[config.mk]
export PLATFORM = sky130hd
export DESIGN_NAME = sprite_entry_tile_expander_unit
export DESIGN_NICKNAME = d
export VERILOG_FILES = /design/src/hdl/seteu_pkg.sv /design/src/hdl/seteu_front.sv /design/src/hdl/seteu_queue.sv /design/src/hdl/seteu_back.sv /design/src/hdl/sprite_entry_tile_expander_unit.sv
export SDC_FILE = /design/constraint.sdc
export NUM_CORES = 1
export LEC_CHECK = 0
export ABC_AREA = 1
export BUFFER_PORTS_ARGS = -buffer_cell sky130_fd_sc_hd__buf_4
export CORE_MARGIN = 2
export CORE_UTILIZATION = 60
export CTS_CLUSTER_DIAMETER = 50
export DETAILED_ROUTE_END_ITERATION = 6
export PLACE_DENSITY = 0.88
export SETUP_SLACK_MARGIN = 0.02
export SLEW_MARGIN = 10
export SYNTH_ARGS = -nofsm -noshare
export SYNTH_HDL_FRONTEND = slang
export SYNTH_SLANG_ARGS = --single-unit
[constraint.sdc]
create_clock -name aclk -period 6.1 [get_ports aclk]
set_input_delay 0 -clock aclk [delete_from_list [all_inputs] [get_ports aclk]]
set_output_delay 0 -clock aclk [all_outputs]
set_load 0.02 [all_outputs]
[src/hdl/seteu_pkg.sv]
`default_nettype none
// ----------------------------------------------------------------------------
// seteu_pkg
// Shared types, size codes and offset tables for the sprite entry tile
// expander.
// ----------------------------------------------------------------------------
package seteu_pkg;

    // size codes from attribute bits 3..1
    localparam logic [2:0] SIZE_2X2 = 3'd0;
    localparam logic [2:0] SIZE_2X1 = 3'd1;
    localparam logic [2:0] SIZE_1X2 = 3'd2;
    localparam logic [2:0] SIZE_1X1 = 3'd3;
    localparam logic [2:0] SIZE_4X4 = 3'd4;

    // classified sprite entry, ready to be walked tile by tile
    typedef struct packed {
        logic [13:0] base;     // masked base tile code
        logic [3:0]  color;
        logic        flip_x;
        logic        flip_y;
        logic [9:0]  start_x;  // signed x before the column and +16 offsets
        logic [7:0]  start_y;
        logic [1:0]  cols_m1;  // width in tiles minus one
        logic [1:0]  rows_m1;  // height in tiles minus one
    } desc_t;

    // queue status seen by the front and the top
    typedef struct packed {
        logic full;
        logic empty;
    } queue_stat_t;

    // sequencer position seen by the top
    typedef struct packed {
        logic       busy;
        logic [1:0] col;
        logic [1:0] row;
        logic [1:0] cols_m1;
        logic [1:0] rows_m1;
    } back_stat_t;

    // column offset within a row of tiles
    function automatic logic [3:0] col_off(input logic [1:0] idx);
        logic [3:0] v;
        case (idx)
            2'd0:    v = 4'h0;
            2'd1:    v = 4'h1;
            2'd2:    v = 4'h4;
            2'd3:    v = 4'h5;
            default: v = 4'h0;
        endcase
        return v;
    endfunction

    // row offset down the sprite
    function automatic logic [3:0] row_off(input logic [1:0] idx);
        logic [3:0] v;
        case (idx)
            2'd0:    v = 4'h0;
            2'd1:    v = 4'h2;
            2'd2:    v = 4'h8;
            2'd3:    v = 4'ha;
            default: v = 4'h0;
        endcase
        return v;
    endfunction

endpackage
`default_nettype wire

[src/hdl/seteu_front.sv]
`default_nettype none
// ----------------------------------------------------------------------------
// seteu_front
// Accepts sprite list entries and decodes them into tile walk descriptors:
// base code, size, flips and start position.
// ----------------------------------------------------------------------------
module seteu_front (
    input  wire logic              s_tvalid,
    output logic                   s_tready,
    input  wire logic [39:0]       s_tdata,
    input  wire seteu_pkg::queue_stat_t q_stat,
    output logic                   push_valid,
    output seteu_pkg::desc_t       push_desc
);
    import seteu_pkg::*;

    logic [7:0]  code;
    logic [7:0]  bank_color;
    logic [7:0]  ypos;
    logic [7:0]  xpos;
    logic [7:0]  attr;
    logic [13:0] base_raw;

    // unpack the entry
    assign code       = s_tdata[7:0];
    assign bank_color = s_tdata[15:8];
    assign ypos       = s_tdata[23:16];
    assign xpos       = s_tdata[31:24];
    assign attr       = s_tdata[39:32];

    // handshake straight into the queue
    assign s_tready   = !q_stat.full;
    assign push_valid = s_tvalid && !q_stat.full;

    // base code: bank bits above the sprite number, fine bits at the bottom
    assign base_raw = {attr[7:6], bank_color[1:0], code, bank_color[3:2]};

    // size and code mask
    always_comb begin
        push_desc.color   = bank_color[7:4];
        push_desc.flip_x  = attr[4];
        push_desc.flip_y  = attr[5];
        push_desc.start_x = {attr[0], attr[0], xpos};
        push_desc.start_y = ypos;
        push_desc.base    = base_raw;
        push_desc.cols_m1 = 2'd0;
        push_desc.rows_m1 = 2'd0;
        case (attr[3:1])
            SIZE_2X2: begin
                push_desc.cols_m1 = 2'd1;
                push_desc.rows_m1 = 2'd1;
                push_desc.base    = {base_raw[13:2], 2'b00};
            end
            SIZE_2X1: begin
                push_desc.cols_m1 = 2'd1;
                push_desc.base    = {base_raw[13:1], 1'b0};
            end
            SIZE_1X2: begin
                push_desc.rows_m1 = 2'd1;
                push_desc.base    = {base_raw[13:2], 1'b0, base_raw[0]};
            end
            SIZE_4X4: begin
                push_desc.cols_m1 = 2'd3;
                push_desc.rows_m1 = 2'd3;
                push_desc.base    = {base_raw[13:2], 2'b00};
            end
            // single tile, also for unknown codes
            default: begin
                push_desc.cols_m1 = 2'd0;
                push_desc.rows_m1 = 2'd0;
            end
        endcase
    end

endmodule
`default_nettype wire

[src/hdl/seteu_queue.sv]
`default_nettype none
// ----------------------------------------------------------------------------
// seteu_queue
// Short descriptor queue between the decode front and the tile sequencer.
// ----------------------------------------------------------------------------
module seteu_queue #(
    parameter int DEPTH = 2
) (
    input  wire logic              aclk,
    input  wire logic              aresetn,
    input  wire logic              push_valid,
    input  wire seteu_pkg::desc_t  push_desc,
    input  wire logic              pop,
    output seteu_pkg::desc_t       pop_desc,
    output seteu_pkg::queue_stat_t q_stat
);
    import seteu_pkg::*;

    localparam int PW = (DEPTH > 1) ? $clog2(DEPTH) : 1;
    localparam int CW = $clog2(DEPTH + 1);
    localparam logic [PW-1:0] LAST_PTR = PW'(DEPTH - 1);
    localparam logic [CW-1:0] FULL_CNT = CW'(DEPTH);

    desc_t           entry_reg [DEPTH];
    logic [PW-1:0]   wr_ptr_reg, wr_ptr_next;
    logic [PW-1:0]   rd_ptr_reg, rd_ptr_next;
    logic [CW-1:0]   count_reg, count_next;
    logic            do_push;
    logic            do_pop;

    assign q_stat.full  = (count_reg == FULL_CNT);
    assign q_stat.empty = (count_reg == '0);
    assign do_push      = push_valid && !q_stat.full;
    assign do_pop       = pop && !q_stat.empty;
    assign pop_desc     = entry_reg[rd_ptr_reg];

    // pointer and fill count update
    always_comb begin
        wr_ptr_next = wr_ptr_reg;
        rd_ptr_next = rd_ptr_reg;
        count_next  = count_reg;
        if (do_push) begin
            wr_ptr_next = (wr_ptr_reg == LAST_PTR) ? '0 : wr_ptr_reg + 1'b1;
        end
        if (do_pop) begin
            rd_ptr_next = (rd_ptr_reg == LAST_PTR) ? '0 : rd_ptr_reg + 1'b1;
        end
        if (do_push && !do_pop) begin
            count_next = count_reg + 1'b1;
        end else if (do_pop && !do_push) begin
            count_next = count_reg - 1'b1;
        end
    end

    always_ff @(posedge aclk) begin
        if (!aresetn) begin
            wr_ptr_reg <= '0;
            rd_ptr_reg <= '0;
            count_reg  <= '0;
        end else begin
            wr_ptr_reg <= wr_ptr_next;
            rd_ptr_reg <= rd_ptr_next;
            count_reg  <= count_next;
        end
    end

    // entry storage
    always_ff @(posedge aclk) begin
        if (do_push) begin
            entry_reg[wr_ptr_reg] <= push_desc;
        end
    end

endmodule
`default_nettype wire

[src/hdl/seteu_back.sv]
`default_nettype none
// ----------------------------------------------------------------------------
// seteu_back
// Tile sequencer: walks each descriptor row by row, left to right, emitting
// one tile per cycle through a registered output stage when not stalled.
// ----------------------------------------------------------------------------
module seteu_back (
    input  wire logic              aclk,
    input  wire logic              aresetn,
    input  wire seteu_pkg::queue_stat_t q_stat,
    input  wire seteu_pkg::desc_t  pop_desc,
    output logic                   pop,
    output logic                   m_tvalid,
    input  wire logic              m_tready,
    output logic [39:0]            m_tdata,
    output logic                   m_tlast,
    output seteu_pkg::back_stat_t  b_stat
);
    import seteu_pkg::*;

    desc_t       cur_reg;
    logic        busy_reg, busy_next;
    logic [1:0]  col_reg, col_next;
    logic [1:0]  row_reg, row_next;
    logic        out_valid_reg, out_valid_next;
    logic [39:0] out_data_reg;
    logic        out_last_reg;
    logic        advance;
    logic        tile_last;
    logic        load;
    logic [1:0]  eff_col;
    logic [1:0]  eff_row;
    logic [14:0] tile_code;
    logic [9:0]  screen_x;
    logic [8:0]  screen_y;

    assign m_tvalid = out_valid_reg;
    assign m_tdata  = out_data_reg;
    assign m_tlast  = out_last_reg;

    assign b_stat.busy    = busy_reg;
    assign b_stat.col     = col_reg;
    assign b_stat.row     = row_reg;
    assign b_stat.cols_m1 = cur_reg.cols_m1;
    assign b_stat.rows_m1 = cur_reg.rows_m1;

    // issue a tile when the output stage is free or being drained
    assign advance   = busy_reg && (!out_valid_reg || m_tready);
    assign tile_last = (col_reg == cur_reg.cols_m1) && (row_reg == cur_reg.rows_m1);
    assign load      = (!busy_reg || (advance && tile_last)) && !q_stat.empty;
    assign pop       = load;

    // flipped table indexes
    assign eff_col = cur_reg.flip_x ? (cur_reg.cols_m1 - col_reg) : col_reg;
    assign eff_row = cur_reg.flip_y ? (cur_reg.rows_m1 - row_reg) : row_reg;

    // tile code and screen position
    assign tile_code = {1'b0, cur_reg.base} + {11'd0, col_off(eff_col)}
                     + {11'd0, row_off(eff_row)};
    assign screen_x  = cur_reg.start_x + {5'd0, col_reg, 3'b000} + 10'd16;
    assign screen_y  = {1'b0, cur_reg.start_y} + {4'd0, row_reg, 3'b000};

    // walk position
    always_comb begin
        busy_next      = busy_reg;
        col_next       = col_reg;
        row_next       = row_reg;
        out_valid_next = out_valid_reg;
        if (out_valid_reg && m_tready) begin
            out_valid_next = 1'b0;
        end
        if (advance) begin
            out_valid_next = 1'b1;
            if (col_reg == cur_reg.cols_m1) begin
                col_next = 2'd0;
                row_next = row_reg + 2'd1;
            end else begin
                col_next = col_reg + 2'd1;
            end
            if (tile_last) begin
                busy_next = 1'b0;
            end
        end
        if (load) begin
            busy_next = 1'b1;
            col_next  = 2'd0;
            row_next  = 2'd0;
        end
    end

    always_ff @(posedge aclk) begin
        if (!aresetn) begin
            busy_reg      <= 1'b0;
            col_reg       <= 2'd0;
            row_reg       <= 2'd0;
            out_valid_reg <= 1'b0;
        end else begin
            busy_reg      <= busy_next;
            col_reg       <= col_next;
            row_reg       <= row_next;
            out_valid_reg <= out_valid_next;
        end
    end

    // descriptor and output payload
    always_ff @(posedge aclk) begin
        if (load) begin
            cur_reg <= pop_desc;
        end
        if (advance) begin
            out_data_reg <= {screen_y, screen_x, cur_reg.flip_y, cur_reg.flip_x,
                             cur_reg.color, tile_code};
            out_last_reg <= tile_last;
        end
    end

endmodule
`default_nettype wire

[src/hdl/sprite_entry_tile_expander_unit.sv]
`default_nettype none
// ----------------------------------------------------------------------------
// sprite_entry_tile_expander_unit
// Expands five-byte sprite list entries into 8x8 tile draw commands.
// ----------------------------------------------------------------------------
// Each accepted item is one sprite entry and yields 1, 2, 4 or 16 tile
// commands (1x1, 2x1 or 1x2, 2x2, 4x4; unknown size codes give one tile),
// emitted row by row, left to right, with m_tlast on the final tile. The
// tile sequencer emits one command per cycle unless m_tready stalls it, and
// an entry's tiles follow straight on from the previous entry's. Entries are
// decoded on acceptance and wait in a QUEUE_DEPTH-entry queue, so s_tready
// stays high while the queue has room, even while the output is stalled.
// With the sequencer idle, an entry moves from the queue into the descriptor
// and then the output register. No clearing pass is needed after reset.
// ----------------------------------------------------------------------------
module sprite_entry_tile_expander_unit #(
    parameter int QUEUE_DEPTH = 2
) (
    input  wire logic        aclk,
    input  wire logic        aresetn,
    // input entries
    input  wire logic        s_tvalid,
    output logic             s_tready,
    input  wire logic [39:0] s_tdata,   // sprite_code, bank_color, y_position,
                                        // x_position, attributes (8 bits each)
    // tile commands
    output logic             m_tvalid,
    input  wire logic        m_tready,
    output logic [39:0]      m_tdata,   // tile_code[14:0], palette_color[18:15],
                                        // flip_x[19], flip_y[20], screen_x[30:21],
                                        // screen_y[39:31]
    output logic             m_tlast    // last_tile
);
    import seteu_pkg::*;

    queue_stat_t q_stat;
    back_stat_t  b_stat;
    desc_t       push_desc;
    desc_t       pop_desc;
    logic        push_valid;
    logic        pop;

    // decode front
    seteu_front u_front (
        .s_tvalid   (s_tvalid),
        .s_tready   (s_tready),
        .s_tdata    (s_tdata),
        .q_stat     (q_stat),
        .push_valid (push_valid),
        .push_desc  (push_desc)
    );

    // descriptor queue
    seteu_queue #(
        .DEPTH (QUEUE_DEPTH)
    ) u_queue (
        .aclk       (aclk),
        .aresetn    (aresetn),
        .push_valid (push_valid),
        .push_desc  (push_desc),
        .pop        (pop),
        .pop_desc   (pop_desc),
        .q_stat     (q_stat)
    );

    // tile sequencer
    seteu_back u_back (
        .aclk     (aclk),
        .aresetn  (aresetn),
        .q_stat   (q_stat),
        .pop_desc (pop_desc),
        .pop      (pop),
        .m_tvalid (m_tvalid),
        .m_tready (m_tready),
        .m_tdata  (m_tdata),
        .m_tlast  (m_tlast),
        .b_stat   (b_stat)
    );

    // walk position stays inside the sprite
    a_walk_bounds: assert property (@(posedge aclk) disable iff (!aresetn)
        b_stat.busy |-> (b_stat.col <= b_stat.cols_m1) && (b_stat.row <= b_stat.rows_m1))
        else $error("tile walk position outside sprite");

    // a full queue never takes an entry
    a_full_blocks: assert property (@(posedge aclk) disable iff (!aresetn)
        q_stat.full |-> !s_tready)
        else $error("entry accepted while queue full");

    // sequencer picks up waiting work whenever it is idle
    a_no_idle_with_work: assert property (@(posedge aclk) disable iff (!aresetn)
        (!b_stat.busy && !q_stat.empty) |=> b_stat.busy)
        else $error("sequencer idle with queued entry");

    // a busy sequencer issues a tile whenever its output stage is empty
    a_issue_when_free: assert property (@(posedge aclk) disable iff (!aresetn)
        (b_stat.busy && !m_tvalid) |=> m_tvalid)
        else $error("busy sequencer failed to issue a tile");

endmodule
`default_nettype wire

==> out/metrics.cfg, run 1 <==
[finish]
largest_reg_flops=80
drive_gt1_share_pct=29.8
fin_area_sq_um=8550
syn_to_final_growth_pct=27.8
n_fill_cell=560
final_common_cell=edfxtp_1
utilization_pct=78.9
fin_nets=637
layout_common_cells=161 x edfxtp_1, 88 x buf_4, 60 x nand2_1, 44 x dlygate4sd3_1
antenna_cells=0
regArea_sq_um=5040
multiInputGateArea_sq_um=1470

[synth]
synth_largest_area_cell=edfxtp_1
synth.distinct_cells=29
yosys_warnings=0
yosysSeqAreaShare_pct=75.3
synth.avg_cell_area_sq_um=15.5
ys_ff_latch=171
synth.area.top_cells=edfxtp_1 72%, mux2_2 6.7%, nand2_1 3.4%
synth_top_area_share_pct=72.3
syn_area_sq_um=6690
syn_nets=490
synthCells=431

[cts]
clk_latency_ps=520
root_buffer=clkbuf_8
clk_pin_slew_ps=70
h-tree-depth=4
cts_tree=built
clkSinkCount=171
cts_inserted_buffers=17
post-cts-setup-buffers=0
cts_resized=0
clk_path_buf_depth=2

[floorplanning]
die_w_um=110
row_count=38
initial_utilization_pct=61.7
core_area_sq_um=10800
die_y_um=110
io_pins=87
dieArea_sq_um=12000

[setup_path]
critical_path.max_fanout=5
critPathLaunchType=flip-flop
crit_path_end_kind=flip-flop
cp_cell_sequence=ha_1, o21ai_0, ha_1, ha_1, inv_1, nand2_1, nand3_2, nand2_2, nand2_2, o21ai_1, nand2_1
critPathKind=flip-flop to flip-flop
crit_slowest_cell=dfxtp_1
critPathRequiredTime_ps=6370
crit_top_cell=ha_1
crit_path_max_incr_delay_ps=430
arrival_ps=2710

[placement]
gp_congestion=0.805
dp_hpwl_um=6920
placed_area_sq_um=7520
io_buffers=86

[drt]
post_drt_wl_per_cell_um=17.1
vias=3898
dr_wl_met3_um=643
wl_met2_um=6690
route.detailed.drc=0
drt_iter0_drc=300
drt-total-wl_um=12500
dr.pass1.iters=5
routed.top_layer=met4
ant_nets=0
viasPerCell=5.33
wl_met1_um=4800

[run_status]
status=finished clean

[worst_hold_path]
worstHoldPathType=primary input to flip-flop

[timing]
fin_crit_sh_pct=40.0
fin_tns_setup_ps=0
timing.fmax_mhz=410
setup_viol_count_final=0
rsz0062_at_grt=false
finalClockSkew_ps=8.24
tightest_slew_ps=1080
period_needed_ps=2440
hold_viol=0
finalMaxSlewViolations=0
relSlewSlack_pct=27.7

[global_routing]
grt.total_usage_pct=22.1
grt.overflow.total=0
grt_pass1_vias=3923
grt_pass1_wl_um=19300
antenna_found_initial=0
grt_max_degree=45

[run]
maxCapViolCount=0

[power]
p_leak_uw=0.00334
vdd_ir_drop_max_v=0.000275
powerDensity_nw_per_um2=499

-- path summary, 6_finish.rpt --
kind | from | endpoint | slack, ps | depth (start not counted)
max | u_back.col_reg[0] | u_back.m_tdata[10] | 3660 | 11
min | s_tvalid | u_queue.wr_ptr_reg | 150 | 5
max reg2reg | u_back.col_reg[0] | u_back.m_tdata[10] | 3660 | 11
min reg2reg | u_back.cur_reg[27] | u_back.m_tdata[18] | 420 | 0
-- cell families after synthesis --
logic type                 Yosys count  synth area share [%]
xor gates and xnor gates            17                  2.34
DFF                                171                  75.3
and+or+nand+nor                    115                  7.82
AOI/OAI and AO/OA                   22                  1.89
buffers and inverters               51                  2.94
adders and majority gates           15                  3.03
muxes                               40                  6.73
-- power breakdown --
part | internal [uW] | switching [uW] | leakage [uW] | total [uW]
logic | 491 | 733 | 0.00147 | 1220
clock network | 617 | 412 | 0.000275 | 1030
registers | 1800 | 217 | 0.00159 | 2010
total | 2900 | 1360 | 0.00334 | 4270
-- layout make-up --
cell class,instances,share of cell area [%]
inverters,46,2.02
flip-flops and latches,171,58.9
clock inverters,14,1.77
well taps,140,2.05
clock buffers,18,4.89
multi-input cells,209,17.2
repair buffers,133,13.1
-- metal layers --
metal | GRT usage [%] | vias up
met5 | 0 | -
met2 | 38.7 | 173
met4 | 11.1 | 0
met3 | 4.21 | 32
li1 | - | 1836
met1 | 26.0 | 1857
-- what timing repair did --
action	in CTS	in global routing
endpoints found under the setup margin	0	0
hold buffers	44	0
endpoints found under the hold margin	90	0
-- cell usage after synthesis (all sizes together) --
cell,n
xnor2,7
nor4,2
fa,2
inv,46
and3,1
buf,4
nor2,21
mux2,40
a21o,2
nor3b,1
dfxtp,10
clkbuf,1
o21ai,9
ha,13
nand2,65
nand4,3
xor2,10
nand3,20
edfxtp,161
nor3,2
a21oi,11
-- critical path: cells and delay by family (launching register included) --
| family | cells | cell delay [ps] |
|---|---|---|
| AND/OR/NAND/NOR | 5 | 520 |
| buffers and inverters | 1 | 40 |
| AO/OA/AOI/OAI | 2 | 390 |
| adder cells (fa/ha/maj) | 3 | 820 |
| flip-flops | 1 | 430 |
-- through the flow --
| step | std cells | hold slack, ps | total power (uW) | setup slack (ps) |
|---|---|---|---|---|
| after global placement | 654 | 185 | 3110 | 3910 |
| after floorplan | 431 | 98.9 | 2760 | 3280 |
| after CTS | 730 | 20.1 | 4240 | 3690 |
| after detailed placement | 654 | 187 | 3170 | 3830 |
| final | 731 | 148 | 4270 | 3660 |
| after global routing | 731 | 178 | 4470 | 3510 |
Note: power is estimated with default switching activity, not from simulation.
==> run 2: changes to the inputs <==
--- a/config.mk
+++ b/config.mk
@@ -8,10 +8,10 @@
 export ABC_AREA = 1
 export BUFFER_PORTS_ARGS = -buffer_cell sky130_fd_sc_hd__buf_4
 export CORE_MARGIN = 2
-export CORE_UTILIZATION = 60
+export CORE_UTILIZATION = 57
 export CTS_CLUSTER_DIAMETER = 50
 export DETAILED_ROUTE_END_ITERATION = 6
-export PLACE_DENSITY = 0.88
+export PLACE_DENSITY = 0.85
 export SETUP_SLACK_MARGIN = 0.02
 export SLEW_MARGIN = 10
 export SYNTH_ARGS = -nofsm -noshare
==> constraint.sdc (replaced) <==
create_clock -name aclk -period 2.25 [get_ports aclk]
set_input_delay 0 -clock aclk [delete_from_list [all_inputs] [get_ports aclk]]
set_output_delay 0 -clock aclk [all_outputs]
set_load 0.02 [all_outputs]
==> run 2 against run 1 <==
  * Final area increased by 2.3%
  * Register-to-register slack lost 3600 ps
  * Sequential share of layout area fell by 1.3 points
  * Critical path depth is 2 higher
  * Global-route usage is 0.063 points lower
  * Clock skew barely moved
  * Clock-buffer cell count is 3 higher
  * Non-clock buffer count increased by 13
  * Worst hold slack better by 14 ps
  * Core utilization is 2.3 points lower
  * Power rose to 2.8 times the previous value
  * Critical path type unchanged
  * Critical endpoint is now u_back.m_tdata[9]
  * Largest cell class unchanged
==> out/metrics.cfg, run 2 (same netlist as run 1, synthesis figures left out) <==
[run_status]
status=finished clean  ; unchanged

[run]
maxCapViolCount=0  ; unchanged

[drt]
post_drt_wl_per_cell_um=18.1  ; was 17.1 um
viasPerCell=5.39  ; was 5.33
routed.top_layer=met4  ; unchanged
drt-total-wl_um=13500  ; was 12500 um
wl_met1_um=5080  ; was 4800 um
drt_iter0_drc=263  ; was 300
wl_met2_um=7220  ; was 6690 um
vias=4013  ; was 3898
dr_wl_met3_um=858  ; was 643 um
dr.pass1.iters=5  ; unchanged
ant_nets=0  ; unchanged
route.detailed.drc=0  ; unchanged

[timing]
fin_tns_setup_ps=0  ; unchanged
setup_viol_count_final=0  ; unchanged
period_needed_ps=2220  ; was 2440 ps
timing.fmax_mhz=450  ; was 410 MHz
hold_viol=0  ; unchanged
fin_crit_sh_pct=98.7  ; was 40.0%
hold_slack_ps=162  ; was 148 ps
rsz0062_at_grt=true  ; was false
finalMaxSlewViolations=0  ; unchanged
finalClockSkew_ps=8.51  ; was 8.24 ps
relSlewSlack_pct=60.8  ; was 27.7%
tightest_slew_ps=588  ; was 1080 ps
worst_slack_ps=28.3  ; was 3660 ps

[cts]
cts_inserted_buffers=17  ; unchanged
h-tree-depth=4  ; unchanged
cts_tree=built  ; unchanged
root_buffer=clkbuf_16  ; was clkbuf_8
clk_path_buf_depth=2  ; unchanged
clk_latency_ps=410  ; was 520 ps
clkSinkCount=171  ; unchanged
clk_pin_slew_ps=60  ; was 70 ps

[power]
vdd_ir_drop_max_v=0.000823  ; was 0.000275 V
p_leak_uw=0.00342  ; was 0.00334 uW
total_power_uw=12100  ; was 4270 uW
powerDensity_nw_per_um2=1390  ; was 499 nW/um^2

[global_routing]
grt_max_degree=45  ; unchanged
grt_pass1_wl_um=21000  ; was 19300 um
grt.total_usage_pct=22.0  ; was 22.1%
antenna_found_initial=0  ; unchanged
grt.overflow.total=0  ; unchanged
grt_pass1_vias=4155  ; was 3923

[worst_hold_path]
min-delay-start=s_tvalid  ; unchanged
worstHoldPathType=primary input to flip-flop  ; unchanged
min_to=u_queue.entry_reg[1][24]  ; was u_queue.wr_ptr_reg
whs_path_depth=3  ; was 5

[floorplanning]
die_y_um=112  ; was 110 um
core_area_sq_um=11400  ; was 10800 sq um
initial_utilization_pct=58.6  ; was 61.7%
dieArea_sq_um=12600  ; was 12000 sq um
row_count=39  ; was 38
die_w_um=112  ; was 110 um
io_pins=87  ; unchanged

[finish]
antenna_cells=0  ; unchanged
syn_to_final_growth_pct=30.7  ; was 27.8%
fin_nets=650  ; was 637
drive_gt1_share_pct=34.4  ; was 29.8%
largest_reg_flops=80  ; unchanged
layout_common_cells=161 x edfxtp_1, 99 x buf_4, 56 x nand2_1, 44 x dlygate4sd3_1, 40 x mux2_2  ; was 161 x edfxtp_1, 88 x buf_4, 60 x nand2_1, 44 x dlygate4sd3_1
final_common_cell=edfxtp_1  ; unchanged

[setup_path]
arrival_ps=2390  ; was 2710 ps
critPathKind=flip-flop to flip-flop  ; unchanged
r2r_end=u_back.m_tdata[9]  ; was u_back.m_tdata[10]
critPathRequiredTime_ps=2420  ; was 6370 ps
reg2regPathDepth=13  ; was 11
reg2reg_slack_ps=30  ; was 3660 ps
critPathLaunchType=flip-flop  ; unchanged
reg2reg_from=u_back.b_stat[3]  ; was u_back.col_reg[0]
critical_path.max_fanout=5  ; unchanged
crit_path_end_kind=flip-flop  ; unchanged

[placement]
post-place-ws_ps=-13.8  ; was 3830 ps
io_buffers=86  ; unchanged
gp_congestion=0.928  ; was 0.805
dp_hpwl_um=7350  ; was 6920 um

[run 2: changes by cell type in the layout (fill, tap and decap cells not counted), sizes merged]
| cell | previous run | this run |
|---|---|---|
| clkbuf | 18 | 21 |
| inv | 48 | 46 |
| buf | 89 | 102 |
| clkinvlp | 1 | 2 |
| clkinv | 8 | 3 |
[run 2: critical path: stages, from the launching register on]
cell and delay [ps]:
edfxtp_1 450, inv_1 90, nand2_1 70, nand2_1 90, xnor2_1 130, o21ai_1 100, ha_1 370, nand4_1 150
nand2_2 150, nand2_1 80, nand2_1 70, nand2_1 70, nand3_1 100, nand2_1 70
[run 2: cell type report]
cell class	count	area, sq um
clock buffer	21	440
tap	143	179
timing repair buffer	146	1240
fill	626	2670
clock inverter	8	123
inverter	46	175
multi-input combinational	209	1540
sequential	171	5040
[run 2: per-stage QoR]
| step | util (%) | instance area, sq um | cells |
|---|---|---|---|
| 2_1_floorplan | - | 6720 | 431 |
| 3_3_place_gp | 66.7 | 7620 | 662 |
| 3_5_place_dp | 66.7 | 7620 | 662 |
| 4_1_cts | 75.8 | 8650 | 738 |
| 5_1_grt | 76.6 | 8750 | 744 |
| 6_report | 76.6 | 8750 | 744 |
[run 2: worst max path at each step]
| stage | from | end | cells after the start |
|---|---|---|---|
| after floorplan | u_back.m_tvalid | u_queue.count_reg[1] | 9 |
| after global placement | u_back.b_stat[3] | u_back.m_tdata[11] | 13 |
| after detailed placement | u_back.b_stat[3] | u_back.m_tdata[13] | 10 |
| after CTS | u_back.b_stat[3] | u_back.m_tdata[13] | 10 |
| after global routing | u_back.b_stat[3] | u_back.m_tdata[13] | 13 |
| final | u_back.b_stat[3] | u_back.m_tdata[9] | 13 |
[run 2: layer usage]
layer,vias to the layer above,GRT usage (%)
li1,1853,-
met1,1947,25.3
met2,182,40.0
met3,31,5.67
met4,0,7.89
met5,-,0
[run 2: repair_timing]
action	4_1_cts	5_1_grt
pin swaps	2	8
hold endpoints to repair	90	0
endpoints found under the setup margin	5	11
gates resized for setup	1	18
buffers inserted	3	6
cloned	0	0
hold buffers	44	0
[run 2: where the power goes]
part	leakage [uW]	total [uW]	switching, uW	internal (uW)
logic	0.00156	4000	2370	1630
clock network	0.000267	2820	1090	1720
registers	0.00160	5330	464	4870
==> run 3: changes to the inputs <==
--- a/config.mk
+++ b/config.mk
@@ -11,7 +11,8 @@
 export CORE_UTILIZATION = 57
 export CTS_CLUSTER_DIAMETER = 50
 export DETAILED_ROUTE_END_ITERATION = 6
-export PLACE_DENSITY = 0.85
+export MAX_ROUTING_LAYER = met4
+export PLACE_DENSITY = 0.91
 export SETUP_SLACK_MARGIN = 0.02
 export SLEW_MARGIN = 10
 export SYNTH_ARGS = -nofsm -noshare
==> run 3 against run 2 <==
  * Clock-buffer cell count increased by 8
  * Sequential share of layout area decreased by 0.058 points
  * Sequential cell count unchanged
  * Sequential power about the same
  * The flow now finishes with violations (setup timing)
  * Critical endpoint is now u_back.m_tdata[11]
  * Die area unchanged
  * Setup slack got worse by 44 ps
  * Global-route usage increased by 0.31 points
  * Fmax decreased by 1.9%
  * Register-to-register slack got worse by 40 ps
==> out/metrics.cfg, run 3 (same netlist as run 1, synthesis figures left out) <==
[timing]
timing.fmax_mhz=441  ; was 450 MHz
period_needed_ps=2270  ; was 2220 ps
hold_slack_ps=237  ; was 162 ps
hold_viol=0  ; unchanged
tightest_slew_ps=595  ; was 588 ps
worst_slack_ps=-15.8  ; was 28.3 ps
rsz0062_at_grt=true  ; unchanged
setup_viol_count_final=1  ; was 0
relSlewSlack_pct=60.3  ; was 60.8%
fin_crit_sh_pct=101  ; was 98.7%
finalMaxSlewViolations=0  ; unchanged
finalClockSkew_ps=12.9  ; was 8.51 ps

[floorplanning]
die_y_um=112  ; unchanged
core_area_sq_um=11400  ; unchanged
dieArea_sq_um=12600  ; unchanged
initial_utilization_pct=58.6  ; unchanged
io_pins=87  ; unchanged
row_count=39  ; unchanged
die_w_um=112  ; unchanged

[run_status]
violations=setup timing
status=finished, violations left  ; was finished clean

[finish]
fin_nets=645  ; was 650
final_common_cell=edfxtp_1  ; unchanged
layout_common_cells=161 x edfxtp_1, 92 x buf_4, 49 x nand2_1, 44 x dlygate4sd3_1, 40 x mux2_2  ; was 161 x edfxtp_1, 99 x buf_4, 56 x nand2_1, 44 x dlygate4sd3_1, 40 x mux2_2
syn_to_final_growth_pct=30.9  ; was 30.7%
largest_reg_flops=80  ; unchanged
antenna_cells=0  ; unchanged
utilization_pct=76.7  ; was 76.6%
fin_area_sq_um=8750  ; about the same
drive_gt1_share_pct=35.7  ; was 34.4%

[placement]
placed_area_sq_um=7620  ; unchanged
gp_congestion=0.890  ; was 0.928
post-place-ws_ps=-73.5  ; was -13.8 ps
io_buffers=86  ; unchanged
dp_hpwl_um=7660  ; was 7350 um

[drt]
route.detailed.drc=0  ; unchanged
ant_nets=0  ; unchanged
post_drt_wl_per_cell_um=18.3  ; was 18.1 um
viasPerCell=5.41  ; was 5.39
dr.pass1.iters=5  ; unchanged
vias=4014  ; was 4013
drt-total-wl_um=13600  ; was 13500 um
drt_iter0_drc=294  ; was 263

[global_routing]
grt.overflow.total=0  ; unchanged
grt_max_degree=45  ; unchanged
antenna_found_initial=0  ; unchanged
grt.total_usage_pct=22.3  ; was 22.0%
grt_pass1_wl_um=20700  ; was 21000 um
grt_pass1_vias=4213  ; was 4155

[power]
vdd_ir_drop_max_v=0.000733  ; was 0.000823 V
powerDensity_nw_per_um2=1370  ; was 1390 nW/um^2
p_leak_uw=0.00340  ; was 0.00342 uW

[cts]
cts_inserted_buffers=17  ; unchanged
h-tree-depth=4  ; unchanged
root_buffer=clkbuf_16  ; unchanged
clk_path_buf_depth=2  ; unchanged
cts_tree=built  ; unchanged
clk_pin_slew_ps=60  ; about the same
clkSinkCount=171  ; unchanged
clk_latency_ps=420  ; was 410 ps

[setup_path]
arrival_ps=2440  ; was 2390 ps
crit_path_end_kind=flip-flop  ; unchanged
critPathLaunchType=flip-flop  ; unchanged
critPathRequiredTime_ps=2430  ; was 2420 ps
critical_path.max_fanout=4  ; was 5
crit_slowest_cell=edfxtp_1  ; unchanged
cp_cell_sequence=buf_6, xor2_4, xnor2_1, o21ai_1, ha_2, nand2_4, nor4_1, nand2_1, nand3_1, nand2_1  ; was inv_1, nand2_1, nand2_1, xnor2_1, o21ai_1, ha_1, nand4_1, nand2_2, nand2_1, nand2_1, nand2_1, nand3_1, nand2_1
crit_family=simple AND/OR/NAND/NOR gates  ; unchanged
crit_path_max_incr_delay_ps=450  ; about the same
critPathKind=flip-flop to flip-flop  ; unchanged
crit_top_cell=nand2_1  ; unchanged
path_buf_inv=1  ; unchanged

[worst_hold_path]
worstHoldPathType=primary input to flip-flop  ; unchanged

[run]
maxCapViolCount=0  ; unchanged

run 3: changes by cell type in the layout (fill, tap and decap cells not counted), moves of 2 or more:
cell,before,now
buf_4,99,92
ha_1,11,9
clkinv_2,1,3
bufinv_16,3,0
nand2_1,56,49
clkbuf_1,4,9
buf_6,0,2
clkbuf_8,0,2
nor2_1,16,14
clkinvlp_4,2,0
nand2_2,5,10
nand2_4,4,6
run 3: area by class of cell:
type | count | area [sq um]
fill | 596 | 2660
multi-input combinational | 209 | 1610
timing repair buffer | 141 | 1210
sequential | 171 | 5040
tap | 143 | 179
inverter | 46 | 180
clock buffer | 29 | 512
clock inverter | 3 | 15.0
run 3: metal layers:
| metal | track usage, % | vias to the layer above | wire length (um) |
|---|---|---|---|
| li1 | - | 1847 | - |
| met1 | 24.7 | 1939 | 5070 |
| met2 | 39.0 | 188 | 7250 |
| met3 | 5.29 | 40 | 832 |
| met4 | 9.11 | 0 | 419 |
| met5 | - | - | 0 |
run 3: per-stage QoR:
step	power, uW	instances	setup TNS (ps)
2_1_floorplan	7530	431	-20.7
3_3_place_gp	8560	662	0
3_5_place_dp	8810	662	-209
4_1_cts	11500	739	0
5_1_grt	12500	742	-355
6_report	12000	742	-15.8
run 3: tightest hold or removal path, cell delays in order:
cell and delay, ps:
buf_4 80, nand2_1 140, inv_1 190, o21ai_0 110, nor2_1 90
run 3: worst paths after layout:
check / start / slack (ps) / end / cells after the start
worst max-delay path: u_back.b_stat[3] / -20 / u_back.m_tdata[11] / 10
worst min register to register: u_back.cur_reg[14] / 420 / u_back.m_tdata[23] / 0
worst min-delay path: s_tvalid / 240 / u_queue.wr_ptr_reg / 5
worst max register to register: u_back.b_stat[3] / -20 / u_back.m_tdata[11] / 10
run 3: timing repair:
item / CTS / global route
gates resized for setup: 6 / 34
endpoints found under the hold margin: 90 / 0
setup buffers: 1 / 3
hold buffers: 44 / 0
pin swaps: 1 / 12
endpoints found under the setup margin: 4 / 12
run 3: power breakdown:
group	internal (uW)	total, uW	switching [uW]
Combinational	1600	4010	2410
Clock	1530	2600	1070
Sequential	4870	5350	477
Total	8000	12000	3950
